[src/hdl/pbfs_pkg.sv]
package pbfs_pkg;

  localparam int unsigned FW_W  = 4;
  localparam int unsigned BIU_W = 9;
  localparam int unsigned IDX_W = 11;

  // Highest byte count the bytes_in_use register can express.
  localparam int unsigned MAX_USED_BYTES = (1 << BIU_W) - 1;

  localparam logic [FW_W-1:0]  FW_RESET  = 4'd8;
  localparam logic [BIU_W-1:0] BIU_RESET = 9'd256;

  localparam logic REG_FIELD_WIDTH  = 1'b0;
  localparam logic REG_BYTES_IN_USE = 1'b1;

  localparam logic KIND_READ  = 1'b0;
  localparam logic KIND_WRITE = 1'b1;

  localparam logic [1:0] ST_OK    = 2'd0;
  localparam logic [1:0] ST_TRUNC = 2'd1;
  localparam logic [1:0] ST_OOR   = 2'd2;

  typedef struct packed {
    logic             kind;
    logic [IDX_W-1:0] field_index;
    logic [7:0]       field_value;
  } item_t;

  typedef struct packed {
    logic [7:0] read_value;
    logic [1:0] status;
  } result_t;

  typedef struct packed {
    logic clear;
    logic load_item;
    logic calc;
    logic rd_lo;
    logic lat_hi;
    logic lat_lo;
    logic merge;
    logic wr_hi;
    logic wr_lo;
  } cmd_t;

  typedef struct packed {
    logic clr_last;
    logic oor;
    logic is_write;
    logic has_next;
  } stat_t;

endpackage

[src/hdl/pbfs_ctrl.sv]
module pbfs_ctrl (
  input  logic          clk,
  input  logic          rst,
  input  logic          start,
  input  pbfs_pkg::stat_t stat,
  output pbfs_pkg::cmd_t  cmd,
  output logic          busy,
  output logic          done
);
  import pbfs_pkg::*;

  localparam logic [3:0] S_CLEAR = 4'd0;
  localparam logic [3:0] S_IDLE  = 4'd1;
  localparam logic [3:0] S_CALC  = 4'd2;
  localparam logic [3:0] S_RD_HI = 4'd3;
  localparam logic [3:0] S_RD_LO = 4'd4;
  localparam logic [3:0] S_LAT   = 4'd5;
  localparam logic [3:0] S_MERGE = 4'd6;
  localparam logic [3:0] S_WR_HI = 4'd7;
  localparam logic [3:0] S_WR_LO = 4'd8;
  localparam logic [3:0] S_DONE  = 4'd9;

  logic [3:0] state;
  logic [3:0] state_next;

  always_ff @(posedge clk) begin
    if (rst) begin
      state <= S_CLEAR;
    end else begin
      state <= state_next;
    end
  end

  always_comb begin
    state_next = state;
    cmd        = '0;
    case (state)
      S_CLEAR: begin
        cmd.clear = 1'b1;
        if (stat.clr_last) begin
          state_next = S_IDLE;
        end
      end
      S_IDLE: begin
        if (start) begin
          cmd.load_item = 1'b1;
          state_next    = S_CALC;
        end
      end
      S_CALC: begin
        cmd.calc   = 1'b1;
        state_next = stat.oor ? S_DONE : S_RD_HI;
      end
      S_RD_HI: begin
        state_next = S_RD_LO;
      end
      S_RD_LO: begin
        cmd.rd_lo  = 1'b1;
        cmd.lat_hi = 1'b1;
        state_next = S_LAT;
      end
      S_LAT: begin
        cmd.lat_lo = 1'b1;
        state_next = S_MERGE;
      end
      S_MERGE: begin
        cmd.merge  = 1'b1;
        state_next = stat.is_write ? S_WR_HI : S_DONE;
      end
      S_WR_HI: begin
        cmd.wr_hi  = 1'b1;
        state_next = stat.has_next ? S_WR_LO : S_DONE;
      end
      S_WR_LO: begin
        cmd.wr_lo  = 1'b1;
        state_next = S_DONE;
      end
      S_DONE: begin
        state_next = S_IDLE;
      end
      default: begin
        state_next = S_IDLE;
      end
    endcase
  end

  assign busy = (state != S_IDLE);
  assign done = (state == S_DONE);

endmodule

[src/hdl/pbfs_datapath.sv]
module pbfs_datapath #(
  parameter int unsigned STORE_BYTES = 256
) (
  input  logic                              clk,
  input  logic                              rst,
  input  pbfs_pkg::cmd_t                    cmd,
  input  pbfs_pkg::item_t                   item,
  input  logic                              cfg_we,
  input  logic                              cfg_index,
  input  logic [pbfs_pkg::BIU_W-1:0]        cfg_data,
  output pbfs_pkg::stat_t                   stat,
  output pbfs_pkg::result_t                 result
);
  import pbfs_pkg::*;

  localparam int unsigned Depth =
    (STORE_BYTES < MAX_USED_BYTES) ? STORE_BYTES : MAX_USED_BYTES;
  localparam int unsigned AW = (Depth > 1) ? $clog2(Depth) : 1;

  logic [7:0] mem [Depth];

  logic [FW_W-1:0]  field_width;
  logic [BIU_W-1:0] bytes_in_use;
  logic [AW-1:0]    clr_cnt;

  item_t       item_r;
  logic [3:0]  w_r;
  logic [BIU_W-1:0] nb_r;
  logic [AW-1:0] n_r;
  logic [2:0]  h_r;
  logic        has_next_r;
  logic [7:0]  hi_r;
  logic [7:0]  lo_r;
  logic [15:0] win_r;
  result_t     res_r;
  logic [7:0]  rd_data;

  logic [3:0]       eff_w;
  logic [BIU_W-1:0] eff_nb;
  logic [14:0]      start_c;
  logic [11:0]      n_c;
  logic [11:0]      n_plus_c;
  logic             oor_c;
  logic             has_next_c;
  logic             trunc_c;
  logic [3:0]       shift_c;
  logic [7:0]       vmask_c;
  logic [15:0]      fmask_c;
  logic [15:0]      window_c;
  logic [15:0]      new_win_c;
  logic [7:0]       extract_c;
  logic [AW-1:0]    n_next_addr;
  logic             mem_we;
  logic [AW-1:0]    wr_addr;
  logic [7:0]       wr_data;
  logic [AW-1:0]    rd_addr;

  always_ff @(posedge clk) begin
    if (rst) begin
      field_width  <= FW_RESET;
      bytes_in_use <= BIU_RESET;
    end else if (cfg_we) begin
      if (cfg_index == REG_FIELD_WIDTH) begin
        field_width <= cfg_data[FW_W-1:0];
      end else begin
        bytes_in_use <= cfg_data;
      end
    end
  end

  always_ff @(posedge clk) begin
    if (rst) begin
      clr_cnt <= '0;
    end else if (cmd.clear) begin
      clr_cnt <= clr_cnt + AW'(1);
    end
  end

  assign stat.clr_last = (clr_cnt == AW'(Depth - 1));

  always_comb begin
    if (field_width == 4'd0) begin
      eff_w = 4'd1;
    end else if (field_width > 4'd8) begin
      eff_w = 4'd8;
    end else begin
      eff_w = field_width;
    end
    if (32'(bytes_in_use) > Depth) begin
      eff_nb = BIU_W'(Depth);
    end else begin
      eff_nb = bytes_in_use;
    end
  end

  always_ff @(posedge clk) begin
    if (cmd.load_item) begin
      item_r <= item;
      w_r    <= eff_w;
      nb_r   <= eff_nb;
    end
  end

  assign start_c    = 15'(w_r) * 15'(item_r.field_index);
  assign n_c        = start_c[14:3];
  assign n_plus_c   = n_c + 12'd1;
  assign oor_c      = start_c >= {3'b000, nb_r, 3'b000};
  assign has_next_c = n_plus_c < 12'(nb_r);
  assign trunc_c    = (5'(start_c[2:0]) + 5'(w_r) > 5'd8) && !has_next_c;

  assign stat.oor      = oor_c;
  assign stat.is_write = (item_r.kind == KIND_WRITE);
  assign stat.has_next = has_next_r;

  always_ff @(posedge clk) begin
    if (cmd.calc) begin
      n_r        <= n_c[AW-1:0];
      h_r        <= start_c[2:0];
      has_next_r <= has_next_c;
      res_r.read_value <= 8'd0;
      if (oor_c) begin
        res_r.status <= ST_OOR;
      end else if (trunc_c) begin
        res_r.status <= ST_TRUNC;
      end else begin
        res_r.status <= ST_OK;
      end
    end else if (cmd.merge) begin
      win_r <= new_win_c;
      if (item_r.kind == KIND_READ) begin
        res_r.read_value <= extract_c;
      end
    end
  end

  assign n_next_addr = n_r + AW'(1);
  assign rd_addr     = (cmd.rd_lo && has_next_r) ? n_next_addr : n_r;

  always_ff @(posedge clk) begin
    if (cmd.lat_hi) begin
      hi_r <= rd_data;
    end
    if (cmd.lat_lo) begin
      lo_r <= has_next_r ? rd_data : 8'd0;
    end
  end

  assign shift_c   = 4'(5'd16 - 5'(h_r) - 5'(w_r));
  assign vmask_c   = 8'((9'd1 << w_r) - 9'd1);
  assign fmask_c   = {8'd0, vmask_c} << shift_c;
  assign window_c  = {hi_r, lo_r};
  assign new_win_c = (window_c & ~fmask_c)
                   | (({8'd0, item_r.field_value & vmask_c} << shift_c) & fmask_c);
  assign extract_c = 8'((window_c & fmask_c) >> shift_c);

  assign mem_we = cmd.clear | cmd.wr_hi | cmd.wr_lo;

  always_comb begin
    if (cmd.clear) begin
      wr_addr = clr_cnt;
      wr_data = 8'd0;
    end else if (cmd.wr_hi) begin
      wr_addr = n_r;
      wr_data = win_r[15:8];
    end else begin
      wr_addr = n_next_addr;
      wr_data = win_r[7:0];
    end
  end

  always_ff @(posedge clk) begin
    if (mem_we) begin
      mem[wr_addr] <= wr_data;
    end
    rd_data <= mem[rd_addr];
  end

  assign result = res_r;

endmodule

[src/hdl/packed_bit_field_store_top.sv]
// Packed bit field store. Fields of 1 to 8 bits are packed most significant bit
// first into a byte store and are read or written one at a time. A transfer
// into the block takes place on a clock edge with start high and busy low, and
// each item yields exactly one result, shown on result for the single cycle in
// which done is high. The receiver cannot stall the block, so it must take the
// result in that cycle. The store has one write port and one read port, and the
// controller states set the item time: an out-of-range item passes through CALC
// and DONE, a read through CALC, RD_HI, RD_LO, LAT, MERGE and DONE, and a write
// adds WR_HI and WR_LO after MERGE, leaving out WR_LO when the field starts in
// the last byte in use. After reset the block clears min(STORE_BYTES, 511) bytes,
// one byte per cycle, while busy is high. Configuration writes are taken at any
// time but must only be issued while the block is idle.
module packed_bit_field_store_top #(
  parameter int unsigned STORE_BYTES = 256
) (
  input  logic                       clk,
  input  logic                       rst,
  input  logic                       start,
  input  pbfs_pkg::item_t            item,
  output logic                       busy,
  output logic                       done,
  output pbfs_pkg::result_t          result,
  input  logic                       cfg_we,
  input  logic                       cfg_index,
  input  logic [pbfs_pkg::BIU_W-1:0] cfg_data
);
  import pbfs_pkg::*;

  cmd_t  cmd;
  stat_t stat;

  pbfs_ctrl u_ctrl (
    .clk   (clk),
    .rst   (rst),
    .start (start),
    .stat  (stat),
    .cmd   (cmd),
    .busy  (busy),
    .done  (done)
  );

  pbfs_datapath #(
    .STORE_BYTES (STORE_BYTES)
  ) u_datapath (
    .clk       (clk),
    .rst       (rst),
    .cmd       (cmd),
    .item      (item),
    .cfg_we    (cfg_we),
    .cfg_index (cfg_index),
    .cfg_data  (cfg_data),
    .stat      (stat),
    .result    (result)
  );

endmodule

[config.mk]
export PLATFORM = sky130hd
export DESIGN_NAME = packed_bit_field_store_top
export DESIGN_NICKNAME = d
export VERILOG_FILES = /design/src/hdl/pbfs_pkg.sv /design/src/hdl/pbfs_ctrl.sv /design/src/hdl/pbfs_datapath.sv /design/src/hdl/packed_bit_field_store_top.sv
export SDC_FILE = /design/constraint.sdc
export NUM_CORES = 2
export LEC_CHECK = 0
export BUFFER_PORTS_ARGS = -buffer_cell sky130_fd_sc_hd__buf_2
export CORE_UTILIZATION = 30
export CTS_CLUSTER_DIAMETER = 200
export CTS_CLUSTER_SIZE = 30
export DETAILED_ROUTE_END_ITERATION = 10
export HOLD_SLACK_MARGIN = 0.03
export PLACE_DENSITY = 0.5
export SLEW_MARGIN = 20
export SYNTH_ARGS = -nofsm -noshare
export SYNTH_HDL_FRONTEND = slang
export SYNTH_SLANG_ARGS = --single-unit
[constraint.sdc]
create_clock -name clk -period 17.7 [get_ports clk]
set_input_delay 0.885 -clock clk [delete_from_list [all_inputs] [get_ports clk]]
set_output_delay 0.885 -clock clk [all_outputs]
set_load 0.01 [all_outputs]
==> flow_metrics.env <==
export IMPL_cts_tree="yes"
export IMPL_start_util=0.302
export IMPL_antenna_found_initial=14
export IMPL_grt_total_usage=0.192
export IMPL_synth_main_ff_cell="edfxtp_1"
export IMPL_grt_ovfl_total=0
export IMPL_whs_ns=0.243
export IMPL_postSynthAreaPerCell_sq_um=13.7
export IMPL_fp_row_count=216
export IMPL_topRoutingLayerUsed="met5"
export IMPL_clk_insertion_delay_late_ns=0.82
export IMPL_r2r_start="u_ctrl.state[3]$_SDFFE_PP0P_"
export IMPL_synth_top_area_frac=0.612
export IMPL_yosys_warnings=0
export IMPL_async_reset_ff_frac=0
export IMPL_finalMaxSlewViolations=0
export IMPL_grt_pass1_wl_microns=493000
export IMPL_die_height_microns=592
export IMPL_post_route_period_util=0.357
export IMPL_cts_buffers_inserted=82
export IMPL_synth_edf_count=2127
export IMPL_ioPinCount=46
export IMPL_maxCapViolations=0
export IMPL_nNetsFinal=7388
export IMPL_wl_met1_microns=150000
export IMPL_hold_path_end="u_datapath.item_r[14]$_DFFE_PP_"
export IMPL_power_density_nw_per_um2=73.1
export IMPL_setup_violations=0
export IMPL_final_util=0.322
export IMPL_seq_area_frac_synth=0.619
export IMPL_htreeDepth=3
export IMPL_fmax_ghz=0.158
export IMPL_synth_cell_type_count=99
export IMPL_wire_per_inst_microns=29.2
export IMPL_synth_nets=7720
export IMPL_viasPerCell=5.87
export IMPL_worst_pin_slew_ns=1.16
export IMPL_hold_class="primary input to register"
export IMPL_synth_top_cells_by_area="edfxtp_1 (61%), mux2i_1 (9.0%), mux4_2 (5.0%)"
export IMPL_dr_wl_met3_microns=27100
export IMPL_rrSetupSlack_ns=11.38
export IMPL_final_common_cell="edfxtp_1"
export IMPL_final_cell_mix="edfxtp_1 (2127), mux2i_1 (939), o22ai_1 (832)"
export IMPL_first_pass_iters=7
export IMPL_numPlacedInstances=11800
export IMPL_rsz0062_at_grt="no"
export IMPL_finClkSkew_ns=0.0612
export IMPL_hold_buffers=0
export IMPL_grt_max_degree=182
export IMPL_port_buffers=45
export IMPL_detail_route_antenna_nets=0
export IMPL_grt_pass1_vias=66400
export IMPL_wl_met2_microns=158000
export IMPL_die_area_sq_um=350000
export IMPL_clockBufferDepth=3
export IMPL_postCtsSetupBuffers=0
export IMPL_synth_area_leader_cell="edfxtp_1"
export IMPL_fin_crit_ns=6.32
export IMPL_synth_cell_area_sq_um=104000
export IMPL_synth_seq_cells=2168
export IMPL_crit_fanout=63
export IMPL_path_clk_slew_ns=0.13
export IMPL_core_sq_um=346000
export IMPL_worstPathRequired_ns=18.44
export IMPL_netlist_instances=7620
export IMPL_setup_tns_final_ns=0
export IMPL_clock_sinks=2168
export IMPL_status="finished clean"
export IMPL_drc=0
export IMPL_instances_no_fill=11900
export IMPL_vias=70000
export IMPL_syn_to_final_growth_pct=6.81
export IMPL_r2r_end="u_datapath.rd_data[1]$_DFF_P_"
export IMPL_reg2regPathDepth=12
export IMPL_whs_path_depth=1
export IMPL_ir_worst_vdd_v=0.0000933
export IMPL_die_w_microns=592
export IMPL_hp_start="item[14]"
export IMPL_worst_slew_margin_rel=0.226
export IMPL_hpwl_microns=206000
export IMPL_end_kind="register"
export IMPL_ctsResizeCount=0
export IMPL_startpoint_type="register"
export IMPL_place_congestion=0.834
export IMPL_finalHoldViolations=0
export IMPL_worstPathArrival_ns=7.06
export IMPL_drive_gt1_frac=0.0959
export IMPL_drt_iter0_drc=8624
export IMPL_cts_root_buf="clkbuf_16"
export IMPL_p_leak_nw=35.7
export IMPL_worst_setup_path_type="register to register"
export IMPL_finalWirelength_microns=348000
[synth_stat cells, drive strengths merged (9+ instances only)]
master and n:
or3 44, a2111oi 15, o2111ai 10, nor2 610
nor2b 48, o32ai 14, fa 20, nor3 317
o31a 9, or4 13, inv 56, buf 405
edfxtp 2127, dfxtp 41, o221a 13, a211o 10
a311oi 9, o21a 27, nor4 38, mux4 232
o21ai 335, mux2i 940, nand2b 19, a21o 10
xor2 16, a22oi 13, nand3 57, mux2 74
o221ai 204, nand2 225, a211oi 63, nand4 24
or2 11, ha 46, a31oi 34, clkbuf 225
a2bb2oi 16, xnor2 22, a21oi 158, and2 51
o22ai 834, o211ai 51, o31ai 13, and3 11
[cell families after synthesis]
group           share of synthesized area
xor+xnor                          0.00363
simple gates                       0.0672
mux                                 0.148
compound gates                      0.120
flops                               0.619
buf+inv                            0.0323
fa+ha+maj                         0.00954
[power by group]
group / internal, mW / switching (mW)
clock: 0.905 / 1.63
combinational: 0.0123 / 0.0515
sequential: 5.55 / 0.00575
[state kept, by name (all words and copies together) (netlist names), 8 cells and up]
| signal | count |
|---|---|
| u_datapath.bytes_in_use | 9 |
| u_datapath.mem | 2048 |
| u_datapath.nb_r | 9 |
| u_datapath.hi_r | 8 |
| u_datapath.clr_cnt | 8 |
| u_datapath.win_r | 16 |
| u_datapath.item_r | 19 |
| u_datapath.rd_data | 8 |
| u_datapath.lo_r | 8 |
| u_datapath.n_r | 8 |
| u_datapath.result | 10 |
[per-stage QoR]
step | worst slack [ns] | area (sq um) | power (mW)
5_1_grt | 11.21 | 112000 | 8.33
2_1_floorplan | 7.87 | 104000 | 5.70
3_5_place_dp | 11.49 | 109000 | 5.74
4_1_cts | 11.43 | 111000 | 8.19
6_report | 11.38 | 112000 | 8.15
3_3_place_gp | 11.33 | 109000 | 5.74
[final cells by class]
class                      count  area (sq um)
inverter                      61           238
sequential                  2168         64700
tap                         4578          5730
fill                       33600        235000
timing repair buffer         214          1750
clock buffer                 121          2240
clock inverter                 6          90.1
antenna                        4          10.0
multi-input combinational   4761         36800
[critical path: stages, from the launching register on]
cell and delay [ns]:
dfxtp_1 0.67, or4b_4 0.50, clkinv_2 0.51, nand2_4 0.78
buf_4 0.81, buf_4 0.77, o22ai_1 0.16, nor3_1 0.17
o21ai_0 0.25, a31oi_1 0.60, o31ai_1 0.22, a21oi_1 0.50
nand4b_1 0.19
[worst max path at each step]
| stage | start | end | slack, ns | cells past startpoint |
|---|---|---|---|---|
| floorplan | u_ctrl.state[1]$_SDFFE_PP0P_ | u_datapath.mem[0][0]$_DFFE_PP_ | 7.87 | 6 |
| global placement | u_datapath.n_r[1]$_DFFE_PP_ | u_datapath.rd_data[4]$_DFF_P_ | 11.33 | 14 |
| detailed placement | u_datapath.w_r[2]$_SDFFCE_PP0P_ | u_datapath.result[0]$_SDFFCE_PP0P_ | 11.49 | 18 |
| CTS | u_datapath.w_r[2]$_SDFFCE_PP0P_ | u_datapath.result[0]$_SDFFCE_PP0P_ | 11.43 | 18 |
| global route | u_ctrl.state[3]$_SDFFE_PP0P_ | u_datapath.rd_data[1]$_DFF_P_ | 11.21 | 12 |
| finish | u_ctrl.state[3]$_SDFFE_PP0P_ | u_datapath.rd_data[1]$_DFF_P_ | 11.38 | 12 |
[layer usage]
metal | up-vias | GRT usage
met3 | 471 | 0.0306
met5 | - | 0
met4 | 14 | 0.0630
met1 | 36400 | 0.268
li1 | 30000 | -
met2 | 3100 | 0.303
Note: power is estimated with default switching activity, not from simulation.
